`config.mk`:
```
export PLATFORM = sky130hd
export DESIGN_NAME = rangeset_string_to_bitset
export DESIGN_NICKNAME = d
export VERILOG_FILES = /design/src/design/rss_pkg.sv /design/src/design/rss_in_stage.sv /design/src/design/rss_parser.sv /design/src/design/rss_out_stage.sv /design/src/design/rangeset_string_to_bitset.sv
export SDC_FILE = /design/constraint.sdc
export NUM_CORES = 1
export LEC_CHECK = 0
export ABC_CLOCK_PERIOD_IN_PS = 12200
export BUFFER_PORTS_ARGS = -buffer_cell sky130_fd_sc_hd__buf_2
export CAP_MARGIN = 20
export CELL_PAD_IN_SITES_DETAIL_PLACEMENT = 0
export CELL_PAD_IN_SITES_GLOBAL_PLACEMENT = 2
export CORE_MARGIN = 10
export CORE_UTILIZATION = 40
export DETAILED_ROUTE_END_ITERATION = 12
export HOLD_SLACK_MARGIN = 0.02
export PLACE_DENSITY_LB_ADDON = 0.1
export SETUP_SLACK_MARGIN = 0.02
export SLEW_MARGIN = 20
export SYNTH_ARGS = -nofsm -noshare
export SYNTH_HDL_FRONTEND = slang
export SYNTH_SLANG_ARGS = --single-unit
export TNS_END_PERCENT = 10
```
`constraint.sdc`:
```
create_clock -name clk -period 12.2 [get_ports clk]
set_clock_uncertainty 0.1 [all_clocks]
set_input_delay 2.44 -clock clk [delete_from_list [all_inputs] [get_ports clk]]
set_output_delay 2.44 -clock clk [all_outputs]
set_load 0.02 [all_outputs]
```
`src/design/rss_pkg.sv`:
```
// ----------------------------------------------------------------------------
// rss_pkg
// Shared types, codes and helpers for the rangeset string to bitset parser.
// ----------------------------------------------------------------------------
package rss_pkg;

  // widths of the fixed fields
  localparam int CHAR_W = 8;
  localparam int SET_W  = 32;
  localparam int STAT_W = 2;
  localparam int NUM_W  = 6;
  localparam int PH_W   = 3;

  // default top element of the set
  localparam int TOP_ELEMENT_DEF = 31;

  // parse phases
  localparam logic [PH_W-1:0] PH_EXPECT_FIRST  = 3'd0;
  localparam logic [PH_W-1:0] PH_IN_FIRST      = 3'd1;
  localparam logic [PH_W-1:0] PH_AFTER_FIRST   = 3'd2;
  localparam logic [PH_W-1:0] PH_EXPECT_SECOND = 3'd3;
  localparam logic [PH_W-1:0] PH_IN_SECOND     = 3'd4;
  localparam logic [PH_W-1:0] PH_AFTER_SECOND  = 3'd5;
  localparam logic [PH_W-1:0] PH_DRAIN         = 3'd6;

  // result status codes
  localparam logic [STAT_W-1:0] STAT_OK      = 2'd0;
  localparam logic [STAT_W-1:0] STAT_INVALID = 2'd1;
  localparam logic [STAT_W-1:0] STAT_RANGE   = 2'd2;

  // character codes
  localparam logic [CHAR_W-1:0] CH_NUL   = 8'h00;
  localparam logic [CHAR_W-1:0] CH_TAB   = 8'h09;
  localparam logic [CHAR_W-1:0] CH_CR    = 8'h0D;
  localparam logic [CHAR_W-1:0] CH_SPACE = 8'h20;
  localparam logic [CHAR_W-1:0] CH_COMMA = 8'h2C;
  localparam logic [CHAR_W-1:0] CH_DASH  = 8'h2D;
  localparam logic [CHAR_W-1:0] CH_ZERO  = 8'h30;
  localparam logic [CHAR_W-1:0] CH_NINE  = 8'h39;
  localparam logic [CHAR_W-1:0] CH_SEMI  = 8'h3B;

  // one result transaction
  typedef struct packed {
    logic [SET_W-1:0]  parsed_set;
    logic [STAT_W-1:0] parse_status;
  } rss_result_t;

  // decimal step result
  typedef struct packed {
    logic [NUM_W-1:0] val;
    logic             ovf;
  } dec_step_t;

  // one decimal digit into the accumulator, saturating at the top element
  function automatic dec_step_t dec_accum(input logic [NUM_W-1:0] acc,
                                          input logic [3:0]       dig,
                                          input logic [NUM_W-1:0] top);
    logic [9:0] v;
    dec_step_t  r;
    v = 10'(acc) * 10'd10 + 10'(dig);
    if (v > 10'(top)) begin
      r.val = top;
      r.ovf = 1'b1;
    end else begin
      r.val = v[NUM_W-1:0];
      r.ovf = 1'b0;
    end
    return r;
  endfunction

  // c-locale whitespace
  function automatic logic is_ws(input logic [CHAR_W-1:0] c);
    return (c == CH_SPACE) || ((c >= CH_TAB) && (c <= CH_CR));
  endfunction

  function automatic logic is_digit(input logic [CHAR_W-1:0] c);
    return (c >= CH_ZERO) && (c <= CH_NINE);
  endfunction

endpackage

```
`src/design/rss_in_stage.sv`:
```
// ----------------------------------------------------------------------------
// rss_in_stage
// Input register: holds one character until the parser consumes it.
// ----------------------------------------------------------------------------
module rss_in_stage (
  input  logic                       clk,
  input  logic                       rst_n,
  input  logic                       in_valid,
  output logic                       in_ready,
  input  logic [rss_pkg::CHAR_W-1:0] in_char_code,
  input  logic                       advance,
  output logic                       hold_valid,
  output logic [rss_pkg::CHAR_W-1:0] hold_char
);
  import rss_pkg::*;

  logic              valid_r, valid_nxt;
  logic [CHAR_W-1:0] char_r, char_nxt;
  logic              take;

  // free when empty or when the held character moves on this cycle
  assign in_ready = !valid_r || advance;
  assign take     = in_valid && in_ready;

  always_comb begin
    valid_nxt = take || (valid_r && !advance);
    char_nxt  = take ? in_char_code : char_r;
  end

  always_ff @(posedge clk) begin
    if (!rst_n) begin
      valid_r <= 1'b0;
    end else begin
      valid_r <= valid_nxt;
    end
  end

  // payload
  always_ff @(posedge clk) begin
    char_r <= char_nxt;
  end

  assign hold_valid = valid_r;
  assign hold_char  = char_r;

endmodule

```
`src/design/rss_parser.sv`:
```
// ----------------------------------------------------------------------------
// rss_parser
// Per-character parse state update: numbers, ranges, flags and the set.
// ----------------------------------------------------------------------------
module rss_parser #(
  parameter int TOP_ELEMENT = rss_pkg::TOP_ELEMENT_DEF
) (
  input  logic                       clk,
  input  logic                       rst_n,
  input  logic                       step_en,
  input  logic [rss_pkg::CHAR_W-1:0] char_code,
  input  logic [rss_pkg::SET_W-1:0]  allowed_mask,
  output logic                       emit,
  output rss_pkg::rss_result_t       result
);
  import rss_pkg::*;

  localparam logic [NUM_W-1:0] TOP_V = NUM_W'(TOP_ELEMENT);

  logic [PH_W-1:0]  phase_r, phase_nxt;
  logic [NUM_W-1:0] acc_r, acc_nxt;
  logic [NUM_W-1:0] lo_r, lo_nxt;
  logic [NUM_W-1:0] hi_r, hi_nxt;
  logic [SET_W-1:0] set_r, set_nxt;
  logic             inv_r, inv_nxt;
  logic             rng_r, rng_nxt;

  logic             c_dig, c_ws, done, fin;
  logic [3:0]       dval;
  dec_step_t        dstep, dfirst;
  logic             acc_ok;
  logic [SET_W-1:0] rbits;

  assign c_dig  = is_digit(char_code);
  assign c_ws   = is_ws(char_code);
  assign dval   = char_code[3:0];
  assign dstep  = dec_accum(acc_r, dval, TOP_V);
  assign dfirst = dec_accum('0, dval, TOP_V);
  // finished number must be below the set width and allowed
  assign acc_ok = !acc_r[NUM_W-1] && allowed_mask[acc_r[NUM_W-2:0]];

  // one character through the phase machine
  always_comb begin
    phase_nxt = phase_r;
    acc_nxt   = acc_r;
    lo_nxt    = lo_r;
    hi_nxt    = hi_r;
    set_nxt   = set_r;
    inv_nxt   = inv_r;
    rng_nxt   = rng_r;
    done      = 1'b0;
    fin       = 1'b0;
    rbits     = '0;

    // inside a number: extend it or close it
    if (phase_r == PH_IN_FIRST || phase_r == PH_IN_SECOND) begin
      if (c_dig) begin
        acc_nxt = dstep.val;
        rng_nxt = rng_r | dstep.ovf;
        done    = 1'b1;
      end else begin
        if (!acc_ok) begin
          rng_nxt = 1'b1;
        end
        hi_nxt = acc_r;
        if (phase_r == PH_IN_FIRST) begin
          lo_nxt    = acc_r;
          phase_nxt = PH_AFTER_FIRST;
        end else begin
          phase_nxt = PH_AFTER_SECOND;
        end
      end
    end

    if (!done) begin
      if (phase_nxt >= PH_DRAIN) begin
        // skip to end of string
        if (char_code == CH_NUL) begin
          fin = 1'b1;
        end else if (!c_ws) begin
          inv_nxt = 1'b1;
        end
      end else if (c_ws) begin
        // whitespace between tokens
      end else if ((phase_nxt == PH_EXPECT_FIRST || phase_nxt == PH_EXPECT_SECOND) &&
                   c_dig) begin
        acc_nxt   = dfirst.val;
        rng_nxt   = rng_nxt | dfirst.ovf;
        phase_nxt = (phase_nxt == PH_EXPECT_FIRST) ? PH_IN_FIRST : PH_IN_SECOND;
      end else if (phase_nxt == PH_AFTER_FIRST && char_code == CH_DASH) begin
        hi_nxt    = TOP_V;
        phase_nxt = PH_EXPECT_SECOND;
      end else begin
        // close the open term
        if (phase_nxt != PH_EXPECT_FIRST) begin
          if (lo_nxt <= hi_nxt) begin
            for (int i = 0; i < SET_W; i++) begin
              rbits[i] = (NUM_W'(i) >= lo_nxt) && (NUM_W'(i) <= hi_nxt);
            end
            set_nxt = (set_r | rbits) & allowed_mask;
          end else begin
            rng_nxt = 1'b1;
          end
          phase_nxt = PH_EXPECT_FIRST;
        end
        if (char_code == CH_COMMA || char_code == CH_SEMI) begin
          // separator
        end else if (char_code == CH_NUL) begin
          fin = 1'b1;
        end else begin
          inv_nxt   = 1'b1;
          phase_nxt = PH_DRAIN;
        end
      end
    end
  end

  // result from the final flags of this string
  always_comb begin
    if (inv_nxt) begin
      result.parsed_set   = '0;
      result.parse_status = STAT_INVALID;
    end else if (rng_nxt) begin
      result.parsed_set   = '1;
      result.parse_status = STAT_RANGE;
    end else begin
      result.parsed_set   = set_nxt;
      result.parse_status = STAT_OK;
    end
  end

  assign emit = fin;

  // state update, cleared after each end of string
  always_ff @(posedge clk) begin
    if (!rst_n) begin
      phase_r <= PH_EXPECT_FIRST;
      acc_r   <= '0;
      lo_r    <= '0;
      hi_r    <= '0;
      set_r   <= '0;
      inv_r   <= 1'b0;
      rng_r   <= 1'b0;
    end else if (step_en) begin
      if (fin) begin
        phase_r <= PH_EXPECT_FIRST;
        acc_r   <= '0;
        lo_r    <= '0;
        hi_r    <= '0;
        set_r   <= '0;
        inv_r   <= 1'b0;
        rng_r   <= 1'b0;
      end else begin
        phase_r <= phase_nxt;
        acc_r   <= acc_nxt;
        lo_r    <= lo_nxt;
        hi_r    <= hi_nxt;
        set_r   <= set_nxt;
        inv_r   <= inv_nxt;
        rng_r   <= rng_nxt;
      end
    end
  end

endmodule

```
`src/design/rss_out_stage.sv`:
```
// ----------------------------------------------------------------------------
// rss_out_stage
// Result register: holds one result transaction until the sink takes it.
// ----------------------------------------------------------------------------
module rss_out_stage (
  input  logic                       clk,
  input  logic                       rst_n,
  input  logic                       load,
  input  rss_pkg::rss_result_t       load_data,
  output logic                       free,
  output logic                       out_valid,
  input  logic                       out_ready,
  output logic [rss_pkg::SET_W-1:0]  out_parsed_set,
  output logic [rss_pkg::STAT_W-1:0] out_parse_status
);
  import rss_pkg::*;

  logic        valid_r, valid_nxt;
  rss_result_t data_r, data_nxt;

  // slot opens when empty or drained this cycle
  assign free = !valid_r || out_ready;

  always_comb begin
    valid_nxt = load || (valid_r && !out_ready);
    data_nxt  = load ? load_data : data_r;
  end

  always_ff @(posedge clk) begin
    if (!rst_n) begin
      valid_r <= 1'b0;
    end else begin
      valid_r <= valid_nxt;
    end
  end

  // payload
  always_ff @(posedge clk) begin
    data_r <= data_nxt;
  end

  assign out_valid        = valid_r;
  assign out_parsed_set   = data_r.parsed_set;
  assign out_parse_status = data_r.parse_status;

endmodule

```
`src/design/rangeset_string_to_bitset.sv`:
```
// Result path: an accepted NUL character is registered in the input register, then its
//   result in the result register (out_valid); the NUL waits until that register is free.
// Throughput: one char per cycle while no NUL waits; the parse state updates once per char.
// Reset: synchronous active-low rst_n clears the parse state and both stage valids
//   and sets allowed_mask to all ones.
// ----------------------------------------------------------------------------
// rangeset_string_to_bitset
// Streams a rangeset string one character at a time and returns its bitset and status.
// ----------------------------------------------------------------------------
module rangeset_string_to_bitset #(
  parameter int TOP_ELEMENT = rss_pkg::TOP_ELEMENT_DEF
) (
  input  logic                       clk,
  input  logic                       rst_n,
  input  logic                       in_valid,
  output logic                       in_ready,
  input  logic [rss_pkg::CHAR_W-1:0] in_char_code,
  output logic                       out_valid,
  input  logic                       out_ready,
  output logic [rss_pkg::SET_W-1:0]  out_parsed_set,
  output logic [rss_pkg::STAT_W-1:0] out_parse_status,
  input  logic                       cfg_we,
  input  logic [rss_pkg::SET_W-1:0]  cfg_allowed_mask
);
  import rss_pkg::*;

  logic [SET_W-1:0]  mask_r, mask_nxt;
  logic              hold_valid;
  logic [CHAR_W-1:0] hold_char;
  logic              emit, out_free, advance;
  rss_result_t       result;

  // configuration register
  assign mask_nxt = cfg_we ? cfg_allowed_mask : mask_r;

  always_ff @(posedge clk) begin
    if (!rst_n) begin
      mask_r <= '1;
    end else begin
      mask_r <= mask_nxt;
    end
  end

  // a character moves on unless its result finds the output slot taken
  assign advance = hold_valid && (!emit || out_free);

  rss_in_stage u_in (
    .clk          (clk),
    .rst_n        (rst_n),
    .in_valid     (in_valid),
    .in_ready     (in_ready),
    .in_char_code (in_char_code),
    .advance      (advance),
    .hold_valid   (hold_valid),
    .hold_char    (hold_char)
  );

  rss_parser #(
    .TOP_ELEMENT (TOP_ELEMENT)
  ) u_parser (
    .clk          (clk),
    .rst_n        (rst_n),
    .step_en      (advance),
    .char_code    (hold_char),
    .allowed_mask (mask_r),
    .emit         (emit),
    .result       (result)
  );

  rss_out_stage u_out (
    .clk              (clk),
    .rst_n            (rst_n),
    .load             (advance && emit),
    .load_data        (result),
    .free             (out_free),
    .out_valid        (out_valid),
    .out_ready        (out_ready),
    .out_parsed_set   (out_parsed_set),
    .out_parse_status (out_parse_status)
  );

endmodule

```
# Word level (Yosys, flattened, before mapping)
# Cells that the tools add are included.
[totals]
latchBits = 0
memories = 0
elab_cells = 235
out_inout_bits = 36
ram_bits = 0
mem_bits_ro = 0
ff_bits = 131
[op_classes]
n_lt_le_gt_ge = 73
div_mod_pow = 0
mul = 1
n_bitwise = 4
addsub = 1
n_mux = 75
n_eq_ne = 8
n_shift = 0
n_reduce_logical = 60
[ops]
columns = ["cell", "n"]
rows = [
  ["two-way mux 32 bit", 8],
  ["two-way mux 6 bit", 20],
  [">= comparator 5 x 6 -> 1 bit, first input constant", 16],
  ["<= comparator 5 x 6 -> 1 bit, first input constant", 16],
  [">= comparator 4 x 6 -> 1 bit, first input constant", 8],
  ["<= comparator 4 x 6 -> 1 bit, first input constant", 8],
  ["logical AND 1 bit", 42],
  ["two-way mux 3 bit", 13],
  ["two-way mux 34 bit", 1],
  ["bitwise AND 32 bit", 1],
  ["equality test 8 x 6 -> 1 bit, second input constant", 4],
  ["bitwise OR 32 bit", 1],
  ["two-way mux 1 bit", 31],
  [">= comparator 3 x 6 -> 1 bit, first input constant", 4],
  ["<= comparator 3 x 6 -> 1 bit, first input constant", 4],
  [">= comparator 1 x 6 -> 1 bit, first input constant", 2],
  [">= comparator 2 x 6 -> 1 bit, first input constant", 2],
  ["<= comparator 1 x 6 -> 1 bit, first input constant", 2],
  ["<= comparator 2 x 6 -> 1 bit, first input constant", 2],
  ["adder 10 x 4 -> 10 bit", 1],
  ["greater-than comparator 10 x 5 -> 1 bit, second input constant", 1],
  ["logical OR 1 bit", 9],
  ["multiplier 6 x 3 -> 9 bit, second input constant", 1],
  [">= comparator 8 x 4 -> 1 bit, second input constant", 1],
  ["other kinds (17)", 24],
]

# Depth between registers and ports, before layout
# Gate-level depths: netlist (run 1).
[depth]
depth_word = 17
ltp_mapped = 17

# By module
# A second synthesis (run 1) with hierarchy kept.
[unflattened]
hier_cells = 885
area_unflattened_um2 = 7985.2
[modules_own_cells]
columns = ["mod", "instances", "cells_per_inst", "area_per_inst_um2", "seq_area_each_um2"]
rows = [
  ["rss_parser", 1, 728, 5451.5, 1101.1],
  ["rangeset_string_to_bitset", 1, 106, 1166.1, 640.6],
  ["rss_out_stage", 1, 38, 1069.8, 1041.0],
  ["rss_in_stage", 1, 13, 297.8, 260.2],
]

# Least setup slack after synthesis (run 1)
# OpenSTA, ideal clock, no wires.
[synth_timing]
kind = "input -> output"
startpoint = "input out_ready"
endpoint = "output in_ready"
setup_slack_ns = 6.763
arrival_ns = 2.897
n_path_buf = 0
path_stages = 3
cell_sequence = "nand2b_1 nor2_1 inv_1"
[synth_between]
elab_chain_len = 4
[synth_lines]
columns = ["item", "line_no", "source"]
rows = [
  ["start: declaration", "rangeset_string_to_bitset.sv:19", "input logic out_ready,"],
  ["logical OR 1 bit", "rss_out_stage.sv:22", "assign free = !valid_r || out_ready;"],
  ["logical OR 1 bit", "rangeset_string_to_bitset.sv:45", "assign advance = hold_valid && (!emit || out_free);"],
  ["logical AND 1 bit", "rangeset_string_to_bitset.sv:45", ""],
  ["logical OR 1 bit", "rss_in_stage.sv:22", "assign in_ready = !valid_r || advance;"],
  ["end: declaration", "rangeset_string_to_bitset.sv:16", "output logic in_ready,"],
]
# Every way passes these cells.

# Worst setup path after layout (run 1)
# Ends and elaborated chain as after synthesis.

==> results of run 1 <==
==> cell type report <==
type                    instances  area (um^2)  share of cell area (%)
multi-input cells             618         4230                    48.0
flip-flops and latches        131         3040                    34.6
repair buffers                 93          518                    5.88
clock buffers                  21          493                    5.60
well taps                     234          293                    3.32
clock inverters                11          138                    1.56
inverters                      25         93.8                    1.07
==> worst min-delay path by stage <==
stage	from	end	cells after the start
2_1_floorplan	u_parser.set_r[15]	u_parser.set_r[15]	2
3_3_place_gp	u_parser.set_r[5]	u_parser.set_r[5]	1
3_5_place_dp	u_parser.set_r[6]	u_parser.set_r[6]	1
4_1_cts	u_parser.set_r[28]	u_parser.set_r[28]	1
5_1_grt	u_parser.set_r[10]	u_parser.set_r[10]	1
6_report	u_parser.set_r[28]	u_parser.set_r[28]	1
==> kinds of logic (layout without fill, tap and decap cells) <==
family          Yosys count  in the layout  share of synthesized area, %
xor+xnor                  4              4                         0.459
compound gates          267            267                          23.6
buf+inv                  90            150                          4.95
mux                      64             64                          9.89
fa+ha+maj                19             19                          3.31
simple gates            264            264                          17.9
flops                   131            131                          39.9
==> flip-flops by register name, indices dropped and copies added (netlist names) <==
signal and flops:
u_parser.set_r 32, u_in.hold_valid 1, u_out.out_valid 1, u_parser.phase_r 3, u_parser.hi_r 6, u_parser.rng_r 1, mask_r 32, u_in.hold_char 8
u_parser.acc_r 6, u_parser.lo_r 6, u_out.out_parsed_set 32, u_parser.inv_r 1, u_out.out_parse_status 2
==> routing by layer <==
layer / share of wire [%] / global-route usage [%] / vias up
li1: - / - / 3239
met5: 0 / 0 / -
met4: 1.7 / 6.48 / 0
met3: 7.2 / 4.10 / 37
met1: 47 / 30.7 / 3408
met2: 44 / 32.5 / 324
==> worst reg2reg max path, delay by kind of cell, from the launching register on <==
family / cells / cell delay, ps
AO/OA/AOI/OAI: 4 / 860
AND/OR/NAND/NOR: 4 / 2100
buffers and inverters: 1 / 300
XOR/XNOR: 1 / 280
flip-flops: 1 / 610
multiplexers: 1 / 710
adder cells (fa/ha/maj): 1 / 360
==> power groups by stage <==
stage	clock [uW]	sequential [uW]	combinational, uW
6_report	545	474	89.1
5_1_grt	572	476	97.7
4_1_cts	550	474	89.0
3_5_place_dp	0	484	88.4
3_3_place_gp	0	483	87.5
2_1_floorplan	0	474	67.1
==> Yosys cell counts, types with 8 or more instances <==
cell and number:
sky130_fd_sc_hd__nor2b_1 16, sky130_fd_sc_hd__a22oi_1 11, sky130_fd_sc_hd__edfxtp_1 42, sky130_fd_sc_hd__o22ai_1 9, sky130_fd_sc_hd__o21a_1 14, sky130_fd_sc_hd__a31oi_1 24
sky130_fd_sc_hd__ha_1 17, sky130_fd_sc_hd__nand2b_1 8, sky130_fd_sc_hd__inv_1 25, sky130_fd_sc_hd__nor3_1 13, sky130_fd_sc_hd__mux4_2 8, sky130_fd_sc_hd__a21oi_1 48
sky130_fd_sc_hd__o2bb2ai_1 19, sky130_fd_sc_hd__mux2_2 8, sky130_fd_sc_hd__nor2_1 37, sky130_fd_sc_hd__clkbuf_1 41, sky130_fd_sc_hd__nand2_1 101, sky130_fd_sc_hd__nand3_1 21
sky130_fd_sc_hd__nand4_1 8, sky130_fd_sc_hd__and2_1 9, sky130_fd_sc_hd__o21ai_0 76, sky130_fd_sc_hd__buf_2 17, sky130_fd_sc_hd__dfxtp_1 89, sky130_fd_sc_hd__mux2i_1 47
==> per-stage QoR <==
step | instance area, um^2 | setup slack [ps]
6_report | 8810 | 6540
5_1_grt | 8810 | 6270
4_1_cts | 8800 | 6540
3_5_place_dp | 8170 | 6540
3_3_place_gp | 8140 | 6550
2_1_floorplan | 7630 | 6760
==> impl_table.tex, run 1 <==
\begin{tabular}{lr}
\hline
Metric & Value \\
\hline
\multicolumn{2}{l}{\textbf{Outcome}} \\
\quad Status & finished clean \\
\multicolumn{2}{l}{\textbf{Clock network}} \\
\quad Max H-tree Level & 4 \\
\quad Cells resized by post-CTS repair & 0 \\
\quad CTS tree & built \\
\quad Number of setup buffers added after CTS & 0 \\
\quad Max Root-Sink Buffers & 2 \\
\quad Number of buffers added to fix hold violations after cts & 0 \\
\quad CTS clock-pin slew for the worst setup and hold paths & 60 ps \\
\quad Clock latency at the later pin of the worst-skew pair & 430 ps \\
\quad Buffer cell driving the clock tree root & sky130\_fd\_sc\_hd\_\_clkbuf\_16 \\
\quad Number of buffers inserted during clock tree synthesis & 17 \\
\quad Sink count of the clock tree & 131 \\
\multicolumn{2}{l}{\textbf{Worst setup path}} \\
\quad Crit path depth & 5 \\
\quad CP required & 9660 ps \\
\quad Startpoint kind of the worst setup timing path & input pin \\
\quad Critical Path, Cell by Cell & buf\_2, nand2b\_1, nor2\_1, inv\_1, buf\_2 \\
\quad Cell at the slowest stage of the critical path & sky130\_fd\_sc\_hd\_\_nor2\_1 \\
\quad Critical Path Source & out\_ready \\
\quad Crit Reg-Reg Endpoint & u\_out.out\_parsed\_set[3] \\
\quad Worst setup path class & input pin to primary output \\
\quad Worst Reg2Reg Path Length in Cells & 12 \\
\quad Data arrival time of the critical path & between 3000 and 4000 ps \\
\quad Gate family responsible for the most delay along the worst path & simple AND/OR/NAND/NOR gates \\
\quad Critical register-to-register path startpoint & u\_parser.phase\_r[2] \\
\quad Critical-path maximum fanout & 4 \\
\quad Buf+Inv Stages, Crit Path & 3 \\
\quad Critical path endpoint category & primary output \\
\quad Reg-to-reg setup timing slack & approximately 6700 ps \\
\quad Most common cell type on the critical path & sky130\_fd\_sc\_hd\_\_buf\_2 \\
\quad Capture point of the worst path & in\_ready \\
\quad Largest incremental delay on the critical path & 200 ps \\
\multicolumn{2}{l}{\textbf{Routing}} \\
\quad First-pass DRT Iterations & 5 \\
\quad Final wirelength & 26.9 mm \\
\quad Via-per-instance ratio & 6.19 \\
\quad Average wire per standard cell & 23.8 um \\
\quad Iteration-0 DRC count of the detailed router & 604 \\
\quad DRC viols & 0 \\
\quad Number of antenna-violating nets in the routed design & 0 \\
\quad DR vias & 7,008 \\
\multicolumn{2}{l}{\textbf{Pwr}} \\
\quad Power Internal & 825 uW \\
\quad Switching share of total power & between 20 and 30\% \\
\quad Switching Power & 283 uW \\
\quad Part of the total power dissipated in sequential elements & 42.8\% \\
\quad Comb power frac & 8.0\% \\
\quad Clock network power share & 49.2\% \\
\quad Power density over the cells & 126 mW/mm\^{}2 \\
\quad Final Total Pwr & 1110 uW \\
\quad Static leakage & 0.00322 uW \\
\quad Maximum resistive drop on vdd & 104 uV \\
\multicolumn{2}{l}{\textbf{Placement}} \\
\quad Placer's final routability congestion estimate & about 0.93 \\
\quad Half-perimeter wire length after detailed placement & 18.7 mm \\
\quad Post-Place Cells & 1,101 \\
\quad Total of buffers placed on input and output ports & 80 \\
\multicolumn{2}{l}{\textbf{Timing}} \\
\quad Final max-slew violation count & 0 \\
\quad Final TNS setup & 0 ps \\
\quad Shortest clock period the worst path allows after layout & 5660 ps \\
\quad Count of final setup violators & 0 \\
\quad Max\_slew headroom & 28.9\% \\
\quad Hold slack final & 357 ps \\
\quad Share of the cycle needed by the critical path after routing & 46.4\% \\
\quad Worst Max-Slew Pin Slew & 1060 ps \\
\quad Hold violation total from the final report & 0 \\
\quad Setup repair after global routing missed its margin & no \\
\quad Max Freq & 177 MHz \\
\multicolumn{2}{l}{\textbf{Die}} \\
\quad Site Rows & 50 \\
\quad Total Die Area & between 0.02 and 0.025 mm\^{}2 \\
\quad Die Span X & around 160 um \\
\quad Die Span Y & roughly 160 um \\
\quad Core region area & 0.0187 mm\^{}2 \\
\quad Starting Density & 40.8\% \\
\quad Top-level I/O count & 81 \\
\multicolumn{2}{l}{\textbf{Cells and area}} \\
\quad Leading cell type in the layout, fill and taps excluded & sky130\_fd\_sc\_hd\_\_nand2\_1 \\
\quad Layout cells sized above 1 & between 10\% and 20\% \\
\quad Final design utilization & between 40 and 50\% \\
\quad Final Net Count & 950 \\
\quad Fill cell total of the finished layout & roughly 1.8k \\
\quad Commonest non-fill, non-tap cells in the layout & sky130\_fd\_sc\_hd\_\_nand2\_1, sky130\_fd\_sc\_hd\_\_dfxtp\_1, sky130\_fd\_sc\_hd\_\_buf\_2, sky130\_fd\_sc\_hd\_\_o21ai\_0, sky130\_fd\_sc\_hd\_\_a21oi\_1 \\
\quad Final instance count without filler cells & between 1k and 1.5k \\
\quad Growth of design area from synthesis to finish & 15.5\% \\
\quad Diode count & 0 \\
\multicolumn{2}{l}{\textbf{Logic synthesis}} \\
\quad Dominant synthesized flop cell & sky130\_fd\_sc\_hd\_\_dfxtp\_1 \\
\quad Sequential share of the synthesized area & $\sim$40\% \\
\quad Fraction of synthesis flops using an asynchronous set or reset pin & 0\% \\
\quad Number of standard cells after synthesis & 839 \\
\quad Number of nets produced by synthesis & roughly 900 \\
\quad Synth top area cells & sky130\_fd\_sc\_hd\_\_dfxtp\_1, sky130\_fd\_sc\_hd\_\_edfxtp\_1, sky130\_fd\_sc\_hd\_\_mux2i\_1 \\
\quad Synth Register Bits & roughly 130 \\
\quad Mean cell area of the mapped netlist & between 9 and 10 um\^{}2 \\
\quad Synth warnings & 0 \\
\quad Post-synth top area cell & sky130\_fd\_sc\_hd\_\_dfxtp\_1 \\
\quad Cell area after synthesis & approximately 0.0076 mm\^{}2 \\
\quad Number of flops mapped to enable cells by yosys & 42 \\
\quad Area share of the largest cell type after synthesis & a little under a quarter \\
\quad Number of distinct standard cells referenced by the synthesized netlist & 83 \\
\multicolumn{2}{l}{\textbf{Global route}} \\
\quad Overall global routing resource usage & 21.6\% \\
\quad Initial antenna violation count & 1 \\
\quad Maximum number of pins on one net before global-route repair & 70 \\
\quad Global-route wire length before repair & 41.4 mm \\
\quad Total congestion overflow after global routing & 0 \\
\quad Via count of the first global-routing pass & 6,903 \\
\multicolumn{2}{l}{\textbf{Run}} \\
\quad Number of maximum-capacitance violations & 0 \\
\multicolumn{2}{l}{\textbf{Worst hold path}} \\
\quad HP Class & flip-flop to flip-flop \\
\hline
\end{tabular}
Note: power is estimated with default switching activity, not from simulation.
==> run 2, diff against run 1 <==
ABC_AREA = 1   (was not set)
ABC_CLOCK_PERIOD_IN_PS = 5500   (was 12200)
CORE_UTILIZATION = 34   (was 40)
clock period = 5.5 ns   (was 12.2 ns; I/O delays follow)
==> impl_table.tex, run 2 <==
\begin{tabular}{lr}
\hline
Metric & Value \\
\hline
\multicolumn{2}{l}{\textbf{Outcome}} \\
\quad Status & finished clean \\
\multicolumn{2}{l}{\textbf{Timing}} \\
\quad Count of final setup violators & 0 \\
\quad Max Freq & 231 MHz \\
\quad Worst Max-Slew Pin Slew & 752 ps \\
\quad Final max-slew violation count & 0 \\
\quad Post-route setup slack & 1170 ps \\
\quad Hold violation total from the final report & 0 \\
\quad Max\_slew headroom & roughly half \\
\quad Shortest clock period the worst path allows after layout & 4330 ps \\
\quad Final TNS setup & 0 ps \\
\quad Setup repair after global routing missed its margin & no \\
\quad Share of the cycle needed by the critical path after routing & 78.8\% \\
\multicolumn{2}{l}{\textbf{Clock network}} \\
\quad Buffer cell driving the clock tree root & sky130\_fd\_sc\_hd\_\_clkbuf\_16 \\
\quad Number of buffers added to fix hold violations after cts & 0 \\
\quad Number of setup buffers added after CTS & 0 \\
\quad Sink count of the clock tree & 131 \\
\quad CTS clock-pin slew for the worst setup and hold paths & approximately 70 ps \\
\quad Clock latency at the later pin of the worst-skew pair & roughly 430 ps \\
\quad Cells resized by post-CTS repair & 0 \\
\quad Number of buffers inserted during clock tree synthesis & 17 \\
\quad Max Root-Sink Buffers & 2 \\
\quad Max H-tree Level & 4 \\
\quad CTS tree & built \\
\multicolumn{2}{l}{\textbf{Placement}} \\
\quad Placer's final routability congestion estimate & 0.966 \\
\quad Half-perimeter wire length after detailed placement & roughly 20 mm \\
\quad Total of buffers placed on input and output ports & 80 \\
\quad Post-Place Cells & 1,402 \\
\quad Worst setup timing slack at the placement stage & 1260 ps \\
\multicolumn{2}{l}{\textbf{Worst setup path}} \\
\quad Worst Reg2Reg Path Length in Cells & 18 \\
\quad Critical path endpoint category & flip-flop \\
\quad CP required & 5680 ps \\
\quad Startpoint kind of the worst setup timing path & flip-flop \\
\quad Worst setup path class & flip-flop to flip-flop \\
\quad Data arrival time of the critical path & $\sim$4500 ps \\
\quad Critical register-to-register path startpoint & u\_in.hold\_char[1] \\
\quad Critical-path maximum fanout & 25 \\
\quad Reg-to-reg setup timing slack & 1170 ps \\
\quad Crit Reg-Reg Endpoint & u\_out.out\_parsed\_set[6] \\
\multicolumn{2}{l}{\textbf{Cells and area}} \\
\quad Leading cell type in the layout, fill and taps excluded & sky130\_fd\_sc\_hd\_\_nand2\_1 \\
\quad Commonest non-fill, non-tap cells in the layout & sky130\_fd\_sc\_hd\_\_nand2\_1, sky130\_fd\_sc\_hd\_\_nand3\_1, sky130\_fd\_sc\_hd\_\_dfxtp\_1, sky130\_fd\_sc\_hd\_\_a21oi\_1, sky130\_fd\_sc\_hd\_\_inv\_1 \\
\quad Area of the multi-input gates & 0.00401 mm\^{}2 \\
\quad Final instance count without filler cells & 1,434 \\
\quad Final Net Count & 1,205 \\
\quad Fill cell total of the finished layout & 2,395 \\
\quad Diode count & 0 \\
\quad Growth of design area from synthesis to finish & 15.1\% \\
\quad Layout cells sized above 1 & 14.5\% \\
\quad Area taken by flip-flops and latches & 0.00304 mm\^{}2 \\
\multicolumn{2}{l}{\textbf{Global route}} \\
\quad Layer with the highest usage & met2 \\
\quad Global-route track usage on met1 & 26.8\% \\
\quad Met3 layer usage reported by global route & between 3 and 4\% \\
\quad Overall global routing resource usage & 18.8\% \\
\quad Total congestion overflow after global routing & 0 \\
\quad Initial antenna violation count & 1 \\
\quad Global-route wire length before repair & 42.0 mm \\
\quad Routing usage on met2 & around 29\% \\
\quad Maximum number of pins on one net before global-route repair & 54 \\
\quad Via count of the first global-routing pass & 7,029 \\
\multicolumn{2}{l}{\textbf{Die}} \\
\quad Starting Density & between 30\% and 40\% \\
\quad Die Span Y & 170 um \\
\quad Total Die Area & 0.0290 mm\^{}2 \\
\quad Core region area & 0.0220 mm\^{}2 \\
\quad Top-level I/O count & 81 \\
\quad Site Rows & 54 \\
\quad Die Span X & 170 um \\
\multicolumn{2}{l}{\textbf{Pwr}} \\
\quad Power density over the cells & 302 mW/mm\^{}2 \\
\quad Maximum resistive drop on vdd & 183 uV \\
\quad Static leakage & 0.00391 uW \\
\multicolumn{2}{l}{\textbf{Logic synthesis}} \\
\quad Number of nets produced by synthesis & 1,143 \\
\quad Synth top area cells & sky130\_fd\_sc\_hd\_\_dfxtp\_1, sky130\_fd\_sc\_hd\_\_nand2\_1, sky130\_fd\_sc\_hd\_\_edfxtp\_1 \\
\quad Dominant synthesized flop cell & sky130\_fd\_sc\_hd\_\_dfxtp\_1 \\
\quad Sequential share of the synthesized area & between 30\% and 40\% \\
\quad Post-synth top area cell & sky130\_fd\_sc\_hd\_\_dfxtp\_1 \\
\quad Synth warnings & 0 \\
\quad Mean cell area of the mapped netlist & 7.12 um\^{}2 \\
\quad Synth Register Bits & 131 \\
\quad Cell area after synthesis & 0.00768 mm\^{}2 \\
\quad Number of flops mapped to enable cells by yosys & 42 \\
\quad Area share of the largest cell type after synthesis & 23.2\% \\
\quad Count leader, synth & sky130\_fd\_sc\_hd\_\_nand2\_1 \\
\quad Cell types with the highest counts after synthesis & sky130\_fd\_sc\_hd\_\_nand2\_1, sky130\_fd\_sc\_hd\_\_nand3\_1, sky130\_fd\_sc\_hd\_\_dfxtp\_1 \\
\quad Number of standard cells after synthesis & between 1k and 1.5k \\
\quad Number of distinct standard cells referenced by the synthesized netlist & 43 \\
\quad Fraction of synthesis flops using an asynchronous set or reset pin & 0\% \\
\multicolumn{2}{l}{\textbf{Routing}} \\
\quad Average wire per standard cell & 18.8 um \\
\quad Final wirelength & 26.9 mm \\
\quad Iteration-0 DRC count of the detailed router & between 500 and 600 \\
\quad DR vias & 7,244 \\
\quad First-pass DRT Iterations & 5 \\
\quad Number of antenna-violating nets in the routed design & 0 \\
\quad DRC viols & 0 \\
\quad Via-per-instance ratio & slightly above 5 \\
\multicolumn{2}{l}{\textbf{Run}} \\
\quad Number of maximum-capacitance violations & 0 \\
\multicolumn{2}{l}{\textbf{Worst hold path}} \\
\quad Hold Startpoint & u\_parser.set\_r[28] \\
\quad HP Class & flip-flop to flip-flop \\
\quad Hold-critical path endpoint & u\_parser.set\_r[28] \\
\quad Hold Path Depth & 2 \\
\hline
\end{tabular}
-- run 2: cell count changes after synthesis, sizes merged, moves of 11 or more --
cell	change
a21oi	+42
clkbuf	-14
inv	+67
o21a	-14
a22oi	-11
mux2i	-48
o2bb2ai	-19
o21ai	-44
a31oi	-25
nand3	+146
nor2	+25
nand2	+261
or2	+20
nor2b	-16
-- run 2: kinds of logic (layout without fill, tap and decap cells) --
kind of cell,count (synthesis),in the layout,synth area share [%]
AOI/OAI and AO/OA,143,143,10.3
xor gates and xnor gates,3,3,0.342
adders and majority gates,19,19,3.29
buffers and inverters,141,216,8.21
DFF,131,131,39.6
and+or+nand+nor,642,642,38.2
-- run 2: metal layers --
| metal | vias to the layer above | part of all wire, % |
|---|---|---|
| met5 | - | 0 |
| met4 | 0 | 1.4 |
| met3 | 24 | 4.4 |
| met2 | 195 | 44 |
| met1 | 3339 | 50 |
| li1 | 3686 | - |
-- run 2: final cells by class --
| class | instances | area share, % |
|---|---|---|
| Inverter | 95 | 4.03 |
| Clock inverter | 13 | 1.51 |
| Clock buffer | 19 | 5.38 |
| Multi-Input combinational cell | 807 | 45.4 |
| Tap cell | 280 | 3.96 |
| Sequential cell | 131 | 34.4 |
| Timing Repair Buffer | 89 | 5.29 |
-- run 2: metrics by stage --
step           hold WS, ps  area [um^2]  util [%]  power [uW]
5_1_grt                375         8840      40.1        2780
2_1_floorplan          341         7680         -        1370
3_5_place_dp           352         8230      37.4        1490
6_report               360         8840      40.1        2670
4_1_cts                362         8840      40.1        2680
3_3_place_gp           350         8230      37.4        1490
-- run 2: worst max path at each step --
stage	to	cells after the start	startpoint	slack [ps]
floorplan	u_out.out_parsed_set[10]	21	u_in.hold_char[1]	2250
global placement	u_out.out_parsed_set[26]	19	u_in.hold_char[3]	1320
detailed placement	u_out.out_parsed_set[24]	21	u_in.hold_char[6]	1260
CTS	u_out.out_parsed_set[9]	20	u_in.hold_char[6]	1220
global route	u_out.out_parsed_set[6]	18	u_in.hold_char[1]	790
finish	u_out.out_parsed_set[6]	18	u_in.hold_char[1]	1170
-- run 2: worst max-delay path, stage by stage (launching register included) --
cell and delay [ps]:
sky130_fd_sc_hd__edfxtp_1 460, sky130_fd_sc_hd__o21ai_1 170, sky130_fd_sc_hd__nand2_2 330, sky130_fd_sc_hd__inv_2 260, sky130_fd_sc_hd__nand2_1 70, sky130_fd_sc_hd__nand2_1 230, sky130_fd_sc_hd__inv_1 270, sky130_fd_sc_hd__ha_1 370
sky130_fd_sc_hd__nand2_1 60, sky130_fd_sc_hd__nor2_1 40, sky130_fd_sc_hd__o21ai_0 70, sky130_fd_sc_hd__inv_1 50, sky130_fd_sc_hd__o21ai_0 350, sky130_fd_sc_hd__inv_1 240, sky130_fd_sc_hd__nor2_2 250, sky130_fd_sc_hd__nand4_1 350
sky130_fd_sc_hd__o21bai_1 300, sky130_fd_sc_hd__nand3_1 110, sky130_fd_sc_hd__nand2_1 90
-- run 2: report_power, final --
part	switching (uW)	total (uW)	internal [uW]	leakage, uW
Sequential	33.7	1060	1030	0.00107
Clock	509	1200	691	0.000295
Combinational	284	405	120	0.00254
